## src/hdl/bms_pkg.sv

```systemverilog
// ----------------------------------------------------------------------------
// bms_pkg
// Shared value width and the store control bundle of the block merge sorter.
// ----------------------------------------------------------------------------
package bms_pkg;

  localparam int unsigned VAL_W = 32;

  typedef struct packed {
    logic wr_en;
    logic wr_b;
    logic rd_b;
  } bms_ctl_t;

endpackage

```

## src/hdl/bms_store.sv

```systemverilog
// ----------------------------------------------------------------------------
// bms_store
// Ping-pong element buffers: two memories, one write and two registered
// reads each, with the heads of the current source buffer selected out.
// ----------------------------------------------------------------------------
module bms_store #(
  parameter int DEPTH = 64,
  parameter int WIDTH = 32
) (
  input  logic                     clk,
  input  bms_pkg::bms_ctl_t        ctl,
  input  logic [$clog2(DEPTH)-1:0] wr_addr,
  input  logic [WIDTH-1:0]         wr_data,
  input  logic [$clog2(DEPTH)-1:0] rd_addr_a,
  input  logic [$clog2(DEPTH)-1:0] rd_addr_b,
  output logic [WIDTH-1:0]         head_a,
  output logic [WIDTH-1:0]         head_b
);
  import bms_pkg::*;

  logic [WIDTH-1:0] mem_a [DEPTH];
  logic [WIDTH-1:0] mem_b [DEPTH];
  logic [WIDTH-1:0] a_rd0_r, a_rd1_r, b_rd0_r, b_rd1_r;

  always_ff @(posedge clk) begin
    if (ctl.wr_en && !ctl.wr_b) begin
      mem_a[wr_addr] <= wr_data;
    end
    a_rd0_r <= mem_a[rd_addr_a];
    a_rd1_r <= mem_a[rd_addr_b];
  end

  always_ff @(posedge clk) begin
    if (ctl.wr_en && ctl.wr_b) begin
      mem_b[wr_addr] <= wr_data;
    end
    b_rd0_r <= mem_b[rd_addr_a];
    b_rd1_r <= mem_b[rd_addr_b];
  end

  assign head_a = ctl.rd_b ? b_rd0_r : a_rd0_r;
  assign head_b = ctl.rd_b ? b_rd1_r : a_rd1_r;

endmodule

```

## config.mk

```make
export PLATFORM = sky130hd
export DESIGN_NAME = bms_store
export DESIGN_NICKNAME = d
export VERILOG_FILES = /design/src/hdl/bms_pkg.sv /design/src/hdl/bms_store.sv
export SDC_FILE = /design/constraint.sdc
export NUM_CORES = 2
export LEC_CHECK = 0
export BUFFER_PORTS_ARGS = -buffer_cell sky130_fd_sc_hd__buf_2
export CORE_MARGIN = 2
export CORE_UTILIZATION = 44
export DETAILED_ROUTE_END_ITERATION = 6
export SLEW_MARGIN = 15
export SYNTH_ARGS = -nofsm -noshare
export SYNTH_HDL_FRONTEND = slang
export SYNTH_SLANG_ARGS = --single-unit
export TNS_END_PERCENT = 10
```

## constraint.sdc

```tcl
create_clock -name clk -period 8.3 [get_ports clk]
set_input_delay 0.83 -clock clk [delete_from_list [all_inputs] [get_ports clk]]
set_output_delay 0.83 -clock clk [all_outputs]
set_load 0.05 [all_outputs]
```

==> impl_metrics.tcl <==
set metrics [dict create \
    p_comb_share_pct 8.7 \
    yosys.area_share.simple_pct 1.41 \
    gp_congestion 0.884 \
    synthArstFlopShare_pct 0 \
    critPathTopFamily "buffers and inverters" \
    p_int_uw 36400 \
    cp_max_fo 48 \
    fin_nets 9290 \
    grtUsageTotal_pct 30.9 \
    dr.pass1.iters 6 \
    crit_top_cell "buf_4" \
    end_kind "flip-flop" \
    drv_slew 0 \
    p_switching_uw 11500 \
    ant_nets 0 \
    hpwl_um 391000 \
    synth_fp_nets 9088 \
    criticalPathCategory "input port to flip-flop" \
    finClkSkew_ns 0.0655 \
    period_share_pct 47.4 \
    cts_tree "yes" \
    synth_compound_area_share_pct 4.53 \
    leakage_uw 0.0651 \
    synthTopCellsByCount "edfxtp_1, mux4_2, o22ai_1" \
    ios 118 \
    maxSlewHeadroom_pct 3.49 \
    hold_viol 0 \
    min_period_ns 3.94 \
    ctsResizeCount 0 \
    synth_top_area_share_pct 65.2 \
    cp-endpoint "b_rd0_r[5]" \
    synthToLayoutAreaGrowth_pct 12.4 \
    reg2reg_to "b_rd1_r[27]" \
    synth-edff-count 4096 \
    ys_ff_latch 4224 \
    cp_cell_sequence "buf_8 -> buf_4 -> buf_4 -> mux4_2 -> o22ai_1 -> nor4_1 -> o22a_1" \
    r2r_cells 5 \
    cap_viol_max_count 0 \
    synth.most_common_cell "edfxtp_1" \
    avgSynthCellArea_um2 20.9 \
    clkLatencyLatePin_ns 1.03 \
    worst_slew_pin_slew_ns 1.44 \
    setup_ws_ns 4.36 \
    cp.arrival_ns 4.88 \
    synth_cell_types 39 \
    drive_gt1_share_pct 35.8 \
    dieHeight_um 659 \
    yosysTopAreaCell "edfxtp_1" \
    crit_cells 7 \
    cts_buffers 434 \
    worst-path-buf-inv 3 \
    totalWireLength_um 677000 \
    powerDensity_nw_per_um2 226 \
    cp-start-kind "input port" \
    die_area_um2 434000 \
    syn_area_um2 189000 \
    post_drt_wl_per_cell_um 44.0 \
    seq_area_frac_synth_pct 66.5 \
    grt_max_degree 112 \
    drc 0 \
    grt_overflow 0 \
    clkSlewWorstSetupHoldPaths_ns 0.06 \
    synth-adder-area-share_pct 0 \
    grt_antenna_before_repair 77 \
    clkPwrFrac_pct 41.5 \
    vias 110000 \
    hp-class "input port to flip-flop" \
    setup_tns_ns 0 \
    rsz0062_at_grt "false" \
    dieWidth_um 659 \
    cts_buffer_depth 4 \
    io_buffer_count 117 \
    status "finished, final reports clean" \
    worstPathRequired_ns 9.24 \
    core_um2 427000 \
    cts-htree-levels 5 \
    grt_pass1_vias 109000 \
    detailedPlace.worstSlack_ns 3.48 \
    ir_worst_vdd_mv 0.195 \
    startpoint "rd_addr_a[1]" \
    critical_path.max_stage_delay_ns 0.96 \
    dr.first_iter.drc_count 17600 \
    p_seq_share_pct 49.8 \
    yosys-top-cells-area "edfxtp_1, mux4_2, dfxtp_1, o22ai_1, mux2i_1" \
    final-setup-viol-count 0 \
    cts_root_buffer "clkbuf_16" \
    synth_top_family_by_area "multiplexers" \
    viasPerCell 7.13 \
    numClockSinks 4224 \
    synthMuxAreaShare_pct 25.6 \
    postCtsHoldBufs 0 \
    max_freq_mhz 254 \
    syn_inst 9034 \
    yosys_warnings 0 \
    initial_core_util_pct 44.2 \
    switching_share_pct 23.9 \
    r2r-start "mem_b[35][27]" \
    slowest_stage "nor4_1" \
    synth_xor_xnor_area_share_pct 0 \
    grt_first_pass_wirelength_um 919000 \
    num_rows 240 \
    cts_setup_buffers 0 \
    synth_ff_type "edfxtp_1" \
    rrSetupSlack_ns 5.51 \
]
[how the worst min path moves through the flow]
stage                               end  cells after the start           from
after global routing      mem_a[13][12]                      1    wr_data[12]
after floorplan             a_rd0_r[13]                      4  mem_a[10][13]
final                     mem_a[13][12]                      1    wr_data[12]
after global placement      a_rd0_r[13]                      4   mem_a[8][13]
after detailed placement    a_rd0_r[18]                      4   mem_a[8][18]
after CTS                 mem_a[13][12]                      1    wr_data[12]
[cell families after synthesis]
kind of cell,after synthesis
flops,4224
mux,2282
compound gates,1209
buf+inv,758
simple gates,561
[routing by layer]
| layer | track usage (%) | up-vias | wire [um] |
|---|---|---|---|
| met4 | 19.6 | 24 | 50700 |
| met5 | 0 | - | 164 |
| met2 | 47.3 | 8025 | 312000 |
| met3 | 6.79 | 1573 | 78000 |
| met1 | 40.3 | 59300 | 236000 |
| li1 | - | 40600 | - |
[final cells by class]
type                       instances  area, um2
antenna                           82        205
clock buffer                     562      11800
clock inverter                   238       2470
fill                           33900     215000
inverter                           9       33.8
multi-input combinational       4052      60700
sequential                      4224     126000
tap                             5687       7120
timing repair buffer             515       4200
[placed cells by master, fill, tap and decap left out, types with 16 or more instances in the layout]
master / count
a22oi_1: 160
mux4_2: 2028
edfxtp_1: 4096
nand3_1: 62
a22o_1: 90
a211o_1: 19
clkbuf_16: 438
clkbuf_1: 87
o22a_1: 57
nor3_1: 51
nor2_1: 111
buf_2: 74
a221oi_1: 100
clkbuf_8: 37
bufinv_16: 47
mux2_2: 69
mux2i_1: 185
clkinv_2: 84
buf_12: 38
o22ai_1: 386
clkinv_1: 76
diode_2: 82
o221ai_1: 116
nor2b_1: 25
nand2_1: 46
a211oi_1: 29
nor4_2: 16
clkinvlp_4: 16
a21oi_1: 161
nor4_1: 38
o21ai_0: 52
buf_4: 397
dfxtp_1: 128
nor2_4: 130
a311oi_1: 21
[power groups by stage]
| stage | registers [uW] | logic [uW] | clock network [uW] |
|---|---|---|---|
| global route | 23800 | 4260 | 20800 |
| finish | 23800 | 4180 | 19900 |
| detailed placement | 24200 | 4120 | 0 |
| floorplan | 24000 | 2310 | 0 |
| CTS | 23800 | 4130 | 20000 |
| global placement | 24200 | 4080 | 0 |
[sequential cells by signal, summed over array words and instances (netlist names)]
register / cells
b_rd1_r: 32
a_rd0_r: 32
b_rd0_r: 32
mem_a: 2048
a_rd1_r: 32
mem_b: 2048
[stage by stage]
step	area, um2	util [%]	hold WS (ns)	total power, uW	std cells
2_1_floorplan	189000	-	0.731	26300	9034
3_3_place_gp	197000	46.2	0.791	28300	14500
3_5_place_dp	198000	46.3	0.801	28400	14500
4_1_cts	212000	49.6	0.241	48000	15300
5_1_grt	212000	49.6	0.290	48900	15300
6_report	212000	49.6	0.302	47900	15400
Power figures use the tool's default switching activity.
