===== config.mk =====
export PLATFORM = sky130hd
export DESIGN_NAME = bms_seq
export DESIGN_NICKNAME = d
export VERILOG_FILES = /design/src/hdl/bms_pkg.sv /design/src/hdl/bms_seq.sv
export SDC_FILE = /design/constraint.sdc
export NUM_CORES = 1
export LEC_CHECK = 0
export BUFFER_PORTS_ARGS = -buffer_cell sky130_fd_sc_hd__buf_2
export CORE_MARGIN = 2
export CORE_UTILIZATION = 55
export CTS_CLUSTER_SIZE = 40
export DETAILED_ROUTE_END_ITERATION = 6
export PLACE_DENSITY = 0.91
export SETUP_SLACK_MARGIN = 0.1
export SLEW_MARGIN = 5
export SYNTH_ARGS = -nofsm -noshare
export SYNTH_HDL_FRONTEND = slang
export SYNTH_SLANG_ARGS = --single-unit

===== constraint.sdc =====
create_clock -name clk -period 4.1 [get_ports clk]
set_input_delay 0 -clock clk [delete_from_list [all_inputs] [get_ports clk]]
set_output_delay 0 -clock clk [all_outputs]
set_load 0.005 [all_outputs]

===== src/hdl/bms_pkg.sv =====
// ----------------------------------------------------------------------------
// bms_pkg
// Shared value width and the store control bundle of the block merge sorter.
// ----------------------------------------------------------------------------
package bms_pkg;

  localparam int unsigned VAL_W = 32;

  typedef struct packed {
    logic wr_en;
    logic wr_b;
    logic rd_b;
  } bms_ctl_t;

endpackage


===== src/hdl/bms_seq.sv =====
// ----------------------------------------------------------------------------
// bms_seq
// Load, merge-pass and emit sequencer: owns fill count, run bookkeeping,
// the merge compare and the store write-back.
// ----------------------------------------------------------------------------
module bms_seq #(
  parameter int DEPTH = 64,
  parameter int WIDTH = 32
) (
  input  logic                     clk,
  input  logic                     rst_n,
  input  logic                     in_valid,
  output logic                     in_ready,
  input  logic [WIDTH-1:0]         in_value,
  input  logic                     in_block_end,
  output bms_pkg::bms_ctl_t        ctl,
  output logic [$clog2(DEPTH)-1:0] wr_addr,
  output logic [WIDTH-1:0]         wr_data,
  output logic [$clog2(DEPTH)-1:0] rd_addr_a,
  output logic [$clog2(DEPTH)-1:0] rd_addr_b,
  input  logic [WIDTH-1:0]         head_a,
  input  logic [WIDTH-1:0]         head_b,
  output logic                     emit_valid,
  input  logic                     emit_ready,
  output logic [WIDTH-1:0]         emit_data,
  output logic                     emit_last,
  output logic                     emit_drop
);
  import bms_pkg::*;

  localparam int AW = $clog2(DEPTH);
  localparam int CW = $clog2(DEPTH + 1);
  localparam int EW = CW + 2;

  typedef enum logic [3:0] {
    ST_LOAD  = 4'b0001,
    ST_SEG   = 4'b0010,
    ST_MERGE = 4'b0100,
    ST_EMIT  = 4'b1000
  } state_t;

  state_t          state_r, state_nxt;
  logic [CW-1:0]   fill_r, fill_nxt;
  logic            ovf_r, ovf_nxt;
  logic            sel_r, sel_nxt;
  logic [EW-1:0]   run_r, run_nxt;
  logic [EW-1:0]   lo_r, lo_nxt;
  logic [EW-1:0]   mid_r, mid_nxt;
  logic [EW-1:0]   hi_r, hi_nxt;
  logic [EW-1:0]   i_r, i_nxt;
  logic [EW-1:0]   j_r, j_nxt;
  logic [EW-1:0]   k_r, k_nxt;

  logic [EW-1:0]   n_ext;
  logic [EW-1:0]   mid_sum, hi_sum, lo_step, run_dbl;
  logic            take_left;
  logic            in_acc;

  assign n_ext     = EW'(fill_r);
  assign mid_sum   = lo_r + run_r;
  assign hi_sum    = lo_r + (run_r << 1);
  assign lo_step   = lo_r + (run_r << 1);
  assign run_dbl   = run_r << 1;
  assign take_left = (i_r < mid_r) &&
                     ((j_r >= hi_r) || ($signed(head_a) <= $signed(head_b)));
  assign in_ready  = (state_r == ST_LOAD);
  assign in_acc    = in_valid && in_ready;

  assign emit_valid = (state_r == ST_EMIT);
  assign emit_data  = head_a;
  assign emit_last  = (i_r == n_ext - EW'(1));
  assign emit_drop  = ovf_r;

  always_comb begin
    state_nxt  = state_r;
    fill_nxt   = fill_r;
    ovf_nxt    = ovf_r;
    sel_nxt    = sel_r;
    run_nxt    = run_r;
    lo_nxt     = lo_r;
    mid_nxt    = mid_r;
    hi_nxt     = hi_r;
    i_nxt      = i_r;
    j_nxt      = j_r;
    k_nxt      = k_r;
    ctl.wr_en  = 1'b0;
    ctl.wr_b   = 1'b0;
    ctl.rd_b   = sel_r;
    wr_addr    = fill_r[AW-1:0];
    wr_data    = in_value;
    unique case (state_r)
      ST_LOAD: begin
        if (in_acc) begin
          if (fill_r < CW'(DEPTH)) begin
            ctl.wr_en = 1'b1;
            fill_nxt  = fill_r + CW'(1);
          end else begin
            ovf_nxt = 1'b1;
          end
          if (in_block_end) begin
            sel_nxt   = 1'b0;
            run_nxt   = EW'(1);
            lo_nxt    = '0;
            state_nxt = ST_SEG;
          end
        end
      end
      ST_SEG: begin
        if (run_r >= n_ext) begin
          i_nxt     = '0;
          state_nxt = ST_EMIT;
        end else begin
          mid_nxt   = (mid_sum > n_ext) ? n_ext : mid_sum;
          hi_nxt    = (hi_sum > n_ext) ? n_ext : hi_sum;
          i_nxt     = lo_r;
          j_nxt     = (mid_sum > n_ext) ? n_ext : mid_sum;
          k_nxt     = lo_r;
          state_nxt = ST_MERGE;
        end
      end
      ST_MERGE: begin
        ctl.wr_en = 1'b1;
        ctl.wr_b  = ~sel_r;
        wr_addr   = k_r[AW-1:0];
        wr_data   = take_left ? head_a : head_b;
        if (take_left) begin
          i_nxt = i_r + EW'(1);
        end else begin
          j_nxt = j_r + EW'(1);
        end
        k_nxt = k_r + EW'(1);
        if (k_r + EW'(1) == hi_r) begin
          state_nxt = ST_SEG;
          lo_nxt    = lo_step;
          if (lo_step >= n_ext) begin
            lo_nxt  = '0;
            run_nxt = run_dbl;
            sel_nxt = ~sel_r;
            if (run_dbl >= n_ext) begin
              i_nxt     = '0;
              state_nxt = ST_EMIT;
            end
          end
        end
      end
      ST_EMIT: begin
        if (emit_ready) begin
          i_nxt = i_r + EW'(1);
          if (emit_last) begin
            fill_nxt  = '0;
            ovf_nxt   = 1'b0;
            state_nxt = ST_LOAD;
          end
        end
      end
      default: begin
        state_nxt = ST_LOAD;
      end
    endcase
  end

  assign rd_addr_a = i_nxt[AW-1:0];
  assign rd_addr_b = j_nxt[AW-1:0];

  always_ff @(posedge clk) begin
    if (!rst_n) begin
      state_r <= ST_LOAD;
      fill_r  <= '0;
      ovf_r   <= 1'b0;
      sel_r   <= 1'b0;
    end else begin
      state_r <= state_nxt;
      fill_r  <= fill_nxt;
      ovf_r   <= ovf_nxt;
      sel_r   <= sel_nxt;
    end
  end

  always_ff @(posedge clk) begin
    run_r <= run_nxt;
    lo_r  <= lo_nxt;
    mid_r <= mid_nxt;
    hi_r  <= hi_nxt;
    i_r   <= i_nxt;
    j_r   <= j_nxt;
    k_r   <= k_nxt;
  end

endmodule


==> results.json, run 1 <==
{
  "status": "finished, final reports clean",
  "drc": 0,
  "core_sq_um": 13800,
  "clock-sinks": 76,
  "numCtsBuffers": 9,
  "n_antenna_cell": 0,
  "max_clock_freq_mhz": 249,
  "crit_arrival_ps": 4020,
  "nNetsFinal": 1277,
  "cts_tree": "yes",
  "routed_wl_mm": 24.6,
  "path_cells": "buf_4 -> ha_1 -> nor2b_1 -> o21a_1 -> nor2_2 -> xnor2_2 -> ha_1 -> nor2b_1 -> o31ai_1 -> a21oi_1 -> a211oi_1 -> buf_4 -> buf_4 -> a21oi_1 -> a221o_1 -> buf_2",
  "worstMarginPinSlew_ps": 860,
  "critPathBufInv": 4,
  "startpoint": "lo_r[2]$_SDFFCE_PP0P_",
  "hold_start": "rst_n",
  "start_util_pct": 56.0,
  "fin_util_pct": 66.1,
  "avgSynthCellArea_sq_um": 8.42,
  "io_pins": 190,
  "fin_crit_sh_pct": 97.9,
  "h-tree-depth": 3,
  "num_rows": 43,
  "place_ws_ps": 215,
  "period_needed_ps": 4020,
  "ys_seq_elements": 76,
  "path_common_cell": "buf_4",
  "ys_async_sr_fraction_pct": 0,
  "post-layout-total-power_mw": 3.53,
  "cts_buffer_depth": 2,
  "route.vias.total": 7846,
  "area_growth_pct": 18.1,
  "grt_setup_unrepaired": "true",
  "yosys_warnings": 0,
  "die_area_sq_um": 15000,
  "cp_slowest_stage_delay_ps": 480,
  "clk_latency_ps": 350,
  "powerDensity_nw_per_um2": 388,
  "relSlewSlack_pct": 42.2,
  "startpoint_type": "flop",
  "hpwlAfterDp_mm": 18.6,
  "antenna_found_initial": 0,
  "die_w_um": 122,
  "worstSetupPathType": "flop to output pin",
  "cp_top_family": "compound AO/OA/AOI/OAI gates",
  "place_congestion": 1.02,
  "worstPathRequired_ps": 4100,
  "leakage_nw": 4.33,
  "synth_ff_type": "edfxtp_1",
  "clk_pin_slew_worst_paths_ps": 60,
  "reg2reg_from": "run_r[1]$_SDFFCE_PN0P_",
  "grt_usage_pct": 31.8,
  "gr-total-overflow": 0,
  "synth_area_sq_um": 7710,
  "setup_violations": 0,
  "ir_drop_uv": 230,
  "cap_violations": 0,
  "cts_root_buffer": "clkbuf_16",
  "grt_max_degree": 60,
  "yosys.area_share.adder_pct": 16.1,
  "wl_per_cell_um": 19.5,
  "synth_top_family_by_area": "compound AO/OA/AOI/OAI gates",
  "numPortBuffers": 189,
  "synth-seq-area-share_pct": 26.4,
  "via_per_inst": 6.21,
  "layout_setup_ws_ps": 84.5,
  "dr.pass1.iters": 6,
  "synthMuxAreaShare_pct": 5.49,
  "synth_edf_count": 51,
  "yosysUniqueCellTypes": 75,
  "grt_pass1_wl_mm": 36.5,
  "finalMaxSlewViolations": 0,
  "cp_slowest_cell": "edfxtp_1",
  "synth-xor-area-share_pct": 5.57,
  "critPathMaxFanout": 8,
  "synthCells": 915,
  "grt_pass1_vias": 7101,
  "drive_gt1_share_pct": 26.3,
  "synthSimpleGateAreaFrac_pct": 17.1,
  "finalHoldViolations": 0,
  "ant_nets": 0,
  "final.setup.tns_ps": 0,
  "hold_path.class": "primary input to flop",
  "finalClockSkew_ps": 12.2,
  "synth_compound_area_share_pct": 19.3,
  "die_h_um": 122,
  "cp-end-kind": "output pin",
  "drt-initial-drc-count": 937
}
## cells by family (layout without fill, tap and decap cells)
| family | Yosys count | after routing |
|---|---|---|
| and+or+nand+nor | 269 | 269 |
| adders and majority gates | 98 | 98 |
| buffers and inverters | 156 | 319 |
| AOI/OAI and AO/OA | 225 | 225 |
| xor gates and xnor gates | 49 | 49 |
| DFF | 76 | 76 |
| muxes | 41 | 41 |
| other | 1 | 6 |
## layout make-up
| type | instances | area [sq um] |
|---|---|---|
| Clock buffer | 13 | 250 |
| Clock inverter | 3 | 25.0 |
| Fill cell | 1119 | 4670 |
| Inverter | 78 | 293 |
| Multi-Input combinational cell | 688 | 5040 |
| Sequential cell | 76 | 2030 |
| Tap cell | 180 | 225 |
| Timing Repair Buffer | 225 | 1230 |
## per-stage QoR
step / instance area, sq um / std cells / hold WS (ps)
final: 9100 / 1263 / 25.4
after global routing: 9100 / 1263 / 45.7
after CTS: 8830 / 1241 / 16.1
after detailed placement: 8530 / 1222 / 203
after global placement: 8530 / 1222 / 202
after floorplan: 7730 / 920 / 80.8
## synth_stat cells (4+ instances only)
library cell   n  area (sq um)
buf_4         46           345
inv_1         75           282
a221oi_1       5          43.8
a211oi_1      13          97.6
nand4_1       18           113
a21o_1         7          52.6
mux2_2        10           113
a22o_1         4          35.0
o21bai_1       4          30.0
or3_1          5          31.3
clkbuf_1      22          82.6
o211ai_1       6          45.0
buf_2          7          35.0
nand2_1       94           353
nand3_1       27           135
xnor2_1       33           289
a21boi_0       4          30.0
and2_1        15          93.8
edfxtp_1      51          1530
o21ai_0       72           360
o31ai_1        7          52.6
nor2b_1        9          56.3
nor2_1        46           173
a211o_1        6          52.6
a21oi_1       46           230
mux2i_1       31           310
nor3_1        14          70.1
a31oi_1        7          43.8
and3_1        13          81.3
dfxtp_1       25           500
o21a_1         6          45.0
o311ai_0       4          35.0
xor2_1        16           140
ha_1          96          1200
nand2b_1       6          37.5
## layer usage
metal,GRT usage (%),vias to the layer above,part of all wire (%)
met3,4.14,129,9.0
met5,0,-,0
met4,19.6,0,6.1
met1,38.6,3620,38
met2,53.5,500,47
li1,-,3597,-
## timing repair
item,CTS,global route
hold buffers,0,0
gates resized for setup,3,23
pin swaps,2,20
hold endpoints to repair,0,0
endpoints found under the setup margin,6,15
setup buffers,3,22
## path summary, 6_finish.rpt
| check | slack, ps | to | cells past startpoint |
|---|---|---|---|
| worst max-delay path | 80 | rd_addr_b[1] | 16 |
| worst min-delay path | 30 | sel_r$_SDFFE_PN0P_ | 2 |
| worst max register to register | 220 | run_r[5]$_SDFFCE_PN0P_ | 15 |
| worst min register to register | 490 | emit_drop$_SDFFE_PN0P_ | 2 |
## cell usage in the layout, fill, tap and decap left out, drive strengths merged, types with 8 or more instances in the layout
cell type and instances:
o21ai 72, nand4 18, a211oi 13, nor2b 9
mux2 10, edfxtp 51, inv 76, nor3 14
mux2i 31, buf 225, nand2 95, and3 13
nand3 27, dfxtp 25, a21o 8, nor2 46
and2 15, a21oi 48, xor2 16, ha 96
xnor2 33, clkbuf 13
## state kept, by name (all words and copies together), names as in the netlist, 4 cells and up
name     count
hi_r         9
i_r          9
j_r          9
k_r          9
lo_r         9
mid_r        9
run_r        9
fill_r       7
state_r      4
## where the power goes
part	internal (mW)	switching [mW]	total, mW	leakage [nW]
clock network	0.429	0.325	0.754	0.130
logic	0.751	0.889	1.64	3.53
registers	0.934	0.206	1.14	0.669
Power figures use the tool's default switching activity.
==> run 2, diff against run 1 <==
RECOVER_POWER = 100   (was not set)
==> run 2 against run 1 <==
Net effect:
- count of clock-buffer cells in the layout is the same
- maximum frequency grew 0.35%
- combinational power is essentially flat
- worst setup slack gained 14 ps
- routed wire length grew 0.17%
- critical path depth is the same
- register-to-register slack is essentially flat
- critical path type unchanged
- highest routed layer unchanged
==> results.json, run 2 (synthesized netlist as in run 1, its figures left out) <==
{
  "fin_crit_sh_pct": 97.6,
  "drc": 0,
  "fin_util_pct": 65.5,
  "hold_buffers": 0,
  "relSlewSlack_pct": 31.3,
  "die_w_um": 122,
  "numPortBuffers": 189,
  "worstMarginPinSlew_ps": 1030,
  "period_needed_ps": 4000,
  "cts_tree": "yes",
  "drive_gt1_share_pct": 22.1,
  "worstPathRequired_ps": 4100,
  "grt_setup_unrepaired": "true",
  "final_cells": 1263,
  "finalClockSkew_ps": 11.4,
  "cts_buffer_depth": 2,
  "status": "finished, final reports clean",
  "gr-total-overflow": 0,
  "placed_cells": 1222,
  "finalHoldViolations": 0,
  "layout_common_cells": "buf_2 (147), nand2_1 (94), ha_1 (91)",
  "route.vias.total": 7840,
  "multiInputGateArea_sq_um": 5030,
  "start_util_pct": 56.0,
  "wl_per_cell_um": 19.5,
  "clk_latency_ps": 350,
  "setup_violations": 0,
  "die_h_um": 122,
  "grt_usage_pct": 31.8,
  "grt_max_degree": 60,
  "nNetsFinal": 1277,
  "ant_nets": 0,
  "dpl_cell_area_sq_um": 8530,
  "clock-sinks": 76,
  "antenna_found_initial": 0,
  "finalMaxSlewViolations": 0,
  "num_rows": 43,
  "hold_path.class": "primary input to flop",
  "io_pins": 190,
  "fillerInstances": 1147,
  "clk_pin_slew_worst_paths_ps": 60,
  "startpoint_type": "flop",
  "final_common_cell": "buf_2",
  "postLayoutCellArea_sq_um": 9030,
  "grt_pass1_vias": 7101,
  "numCtsBuffers": 9,
  "place_congestion": 1.02,
  "hpwlAfterDp_mm": 18.6,
  "area_growth_pct": 17.1,
  "max_clock_freq_mhz": 250,
  "cts_root_buffer": "clkbuf_16",
  "powerDensity_nw_per_um2": 390,
  "grt_pass1_wl_mm": 36.5,
  "regArea_sq_um": 2030,
  "die_area_sq_um": 15000,
  "worstSetupPathType": "flop to output pin",
  "critPathMaxFanout": 8,
  "ir_drop_uv": 231,
  "via_per_inst": 6.21,
  "h-tree-depth": 3,
  "drt-initial-drc-count": 890,
  "routed_wl_mm": 24.7,
  "dr.pass1.iters": 7,
  "cap_violations": 0,
  "leakage_nw": 4.19,
  "core_sq_um": 13800,
  "crit_arrival_ps": 4000,
  "n_antenna_cell": 0,
  "cp-end-kind": "output pin"
}
run 2: worst paths after layout:
kind                            slack, ps                   start  cells after the start                     end
worst min register to register        500  emit_drop$_SDFFE_PN0P_                      2  emit_drop$_SDFFE_PN0P_
worst max-delay path                  100   lo_r[2]$_SDFFCE_PP0P_                     16            rd_addr_b[1]
worst min-delay path                   20                   rst_n                      2      sel_r$_SDFFE_PN0P_
worst max register to register        210  run_r[1]$_SDFFCE_PN0P_                     15  run_r[2]$_SDFFCE_PN0P_
run 2: cell type report:
type	instances	area share (%)
Multi-Input combinational cell	688	55.7
Sequential cell	76	22.5
Timing Repair Buffer	225	13.0
Inverter	78	3.24
Clock buffer	13	2.77
Tap cell	180	2.49
Clock inverter	3	0.277
run 2: metrics by stage:
step / TNS, ps / power [mW] / worst slack (ps) / hold WS (ps)
2_1_floorplan: 0 / 2.21 / 768 / 80.8
3_3_place_gp: 0 / 2.56 / 353 / 202
3_5_place_dp: 0 / 2.62 / 215 / 203
4_1_cts: 0 / 3.39 / 102 / 16.1
5_1_grt: -309 / 3.73 / -81.2 / 46.0
6_report: 0 / 3.53 / 98.5 / 19.7
run 2: layer usage:
layer | part of all wire (%) | wire length (um) | global-route usage, %
met5 | 0 | 0 | 0
met4 | 6.0 | 1480 | 19.6
met3 | 10 | 2490 | 4.14
met2 | 47 | 11600 | 53.5
met1 | 37 | 9080 | 38.6
run 2: what timing repair did:
action | CTS | global route
resized for setup | 3 | 23
buffers inserted | 3 | 22
setup endpoints to repair | 6 | 15
pin swaps | 2 | 20
run 2: where the power goes:
| part | switching (mW) | internal [mW] | leakage (nW) |
|---|---|---|---|
| Clock | 0.325 | 0.429 | 0.130 |
| Combinational | 0.890 | 0.742 | 3.39 |
| Sequential | 0.204 | 0.934 | 0.669 |
| Total | 1.42 | 2.11 | 4.19 |
run 2: worst max-delay path, cell delays in order, from the launching register on:
cell and delay, ps:
edfxtp_1 480, buf_4 180, ha_1 340, nor2b_1 170, o21a_1 170, nor2_2 130, xnor2_2 100, ha_1 310
nor2b_1 130, o31ai_1 250, a21oi_1 120, a211oi_1 300, buf_4 220, buf_4 130, a21oi_1 90, a221o_1 390
buf_2 150
==> run 3, diff against run 2 <==
GPL_TIMING_DRIVEN = 0   (was not set)
PLACE_DENSITY = not set   (was 0.91)
PLACE_DENSITY_LB_ADDON = 0.15   (was not set)
==> run 3 against run 2 <==
Net effect:
- the flow now finishes with violations (negative setup slack)
- worst setup slack worse by 150 ps
- combinational power up 23%
- worst hold slack worse by 1.7 ps
- power up 15%
- critical path depth up 2
- utilization up 6.0 points
- global-route usage up 0.13 points
- clock power up 28%
- sequential share of layout area down 1.9 points
- clock skew down 3.5 ps
- non-clock buffer count up 78
- critical endpoint is now rd_addr_b[5]
==> results.json, run 3 (synthesized netlist as in run 1, its figures left out) <==
{
  "status": "complete, but fails checks",
  "violations": "negative setup slack",
  "leakage_nw": 4.69,
  "grt_max_degree": 28,
  "grt_setup_unrepaired": "true",
  "cts_buffer_depth": 2,
  "grt_usage_pct": 31.9,
  "final.setup.tns_ps": -78.9,
  "cts_root_buffer": "clkbuf_16",
  "ant_nets": 0,
  "path_cells": "ha_2 -> inv_2 -> fa_2 -> nor2b_2 -> o21a_1 -> nor2_2 -> xnor2_2 -> ha_1 -> nor2b_4 -> o31ai_4 -> a21oi_2 -> a211oi_2 -> buf_4 -> mux2_4 -> nand2_4 -> o311ai_4 -> buf_4 -> buf_6",
  "cp_top_family": "adder cells",
  "grt_pass1_wl_mm": 36.7,
  "ir_drop_uv": 273,
  "fillerInstances": 1154,
  "dpl_cell_area_sq_um": 8890,
  "die_area_sq_um": 15000,
  "hold_buffers": 0,
  "start_util_pct": 56.0,
  "via_per_inst": 5.90,
  "drt-initial-drc-count": 830,
  "relSlewSlack_pct": 40.4,
  "rr_worst_depth": 18,
  "worstMarginPinSlew_ps": 887,
  "cts_tree": "yes",
  "setup_violations": 3,
  "multiInputGateArea_sq_um": 5260,
  "startpoint_type": "flop",
  "hold_path.class": "primary input to flop",
  "period_needed_ps": 4150,
  "critPathBufInv": 4,
  "h-tree-depth": 3,
  "hold_start": "in_valid",
  "r2r-end": "j_r[6]$_DFFE_PP_",
  "final_common_cell": "buf_2",
  "cap_violations": 0,
  "finalHoldViolations": 0,
  "worstPathRequired_ps": 4100,
  "dr.pass1.iters": 5,
  "cp_slowest_stage_delay_ps": 430,
  "cp-end-kind": "output pin",
  "fin_crit_sh_pct": 101,
  "place_ws_ps": -157,
  "crit_arrival_ps": 4150,
  "finalMaxSlewViolations": 0,
  "place_congestion": 0.934,
  "layout_common_cells": "buf_2 (157), nand2_1 (91), ha_1 (91)",
  "worstSetupPathType": "flop to output pin",
  "io_pins": 190,
  "antenna_found_initial": 0,
  "layout_setup_ws_ps": -52.4,
  "critPathMaxFanout": 5,
  "wl_per_cell_um": 18.6,
  "n_antenna_cell": 0,
  "postLayoutCellArea_sq_um": 9860,
  "hold-worst-slack_ps": 17.9,
  "route.vias.total": 7912,
  "drc": 0,
  "hpwlAfterDp_mm": 18.5,
  "path_common_cell": "buf_4",
  "gr-total-overflow": 0,
  "cp_slowest_cell": "edfxtp_1",
  "whs_path_depth": 3,
  "core_sq_um": 13800,
  "max_clock_freq_mhz": 241,
  "grt_pass1_vias": 7227,
  "nNetsFinal": 1355,
  "die_h_um": 122,
  "die_w_um": 122,
  "numCtsBuffers": 9,
  "clock-sinks": 76,
  "num_rows": 43,
  "area_growth_pct": 27.9,
  "crit_cells": 18,
  "numPortBuffers": 188,
  "clk_pin_slew_worst_paths_ps": 60,
  "regArea_sq_um": 2030,
  "reg2reg_from": "run_r[0]$_SDFFCE_PN1P_",
  "routed_wl_mm": 24.9,
  "finalClockSkew_ps": 7.89,
  "r2r_slack_ps": 110,
  "powerDensity_nw_per_um2": 412,
  "clk_latency_ps": 350,
  "drive_gt1_share_pct": 28.9,
  "hold_end": "emit_drop$_SDFFE_PN0P_"
}
==> run 3: cell count changes in the layout (fill, tap and decap cells not counted), sizes merged <==
cell	change
buf	+66
clkbuf	+9
bufinv	+3
inv	+2
clkinv	-1
clkinvlp	-1
==> run 3: how the worst max path moves through the flow <==
stage | start | to | slack, ps
after global placement | run_r[1]$_SDFFCE_PN0P_ | rd_addr_a[5] | -150
after CTS | run_r[1]$_SDFFCE_PN0P_ | rd_addr_a[5] | 80
after global routing | run_r[0]$_SDFFCE_PN1P_ | rd_addr_b[5] | -130
after floorplan | run_r[0]$_SDFFCE_PN1P_ | j_r[6]$_DFFE_PP_ | 770
after detailed placement | fill_r[4]$_SDFFE_PN0P_ | rd_addr_b[2] | -160
final | run_r[0]$_SDFFCE_PN1P_ | rd_addr_b[5] | -50
==> run 3: layout make-up <==
class | instances | share of cell area, %
flip-flops and latches | 76 | 20.6
multi-input cells | 688 | 53.3
repair buffers | 226 | 12.3
clock buffers | 10 | 2.42
inverters | 78 | 2.98
well taps | 180 | 2.28
plain buffers | 77 | 4.89
clock inverters | 6 | 1.18
==> run 3: repair_timing <==
item | CTS | global route
setup endpoints to repair | 41 | 22
pin swaps | 12 | 33
setup buffers | 22 | 16
gates resized for setup | 31 | 53
==> run 3: worst reg2reg max path, stage by stage (launching register included) <==
cell and delay (ps):
edfxtp_1 430, ha_2 230, inv_2 40, fa_2 400, nor2b_2 170, o21a_1 170, nor2_2 60, xnor2_2 130
ha_1 350, nor2b_4 160, o31ai_4 260, a21oi_2 110, a211oi_2 300, buf_4 220, buf_6 140, buf_4 120
mux2_4 320, nand2_1 70, o21ai_0 80
==> run 3: report_power, final <==
part	leakage (nW)	switching [mW]	internal [mW]	total (mW)
Combinational	3.84	1.06	0.954	2.01
Clock	0.174	0.350	0.618	0.969
Sequential	0.669	0.144	0.934	1.08
==> run 3: per-stage QoR <==
step / cells / util, % / power, mW
after CTS: 1326 / 69.1 / 3.78
final: 1341 / 71.6 / 4.06
after detailed placement: 1288 / 64.6 / 2.71
after global placement: 1288 / 64.6 / 2.68
after global routing: 1341 / 71.6 / 4.28
after floorplan: 920 / - / 2.21
==> run 3: layer usage <==
| layer | vias to the layer above | share of wire [%] | track usage [%] |
|---|---|---|---|
| met1 | 3667 | 40 | 39.6 |
| li1 | 3749 | - | - |
| met4 | 0 | 4.4 | 16.2 |
| met5 | - | 0 | 0 |
| met2 | 412 | 47 | 53.0 |
| met3 | 84 | 7.8 | 5.86 |
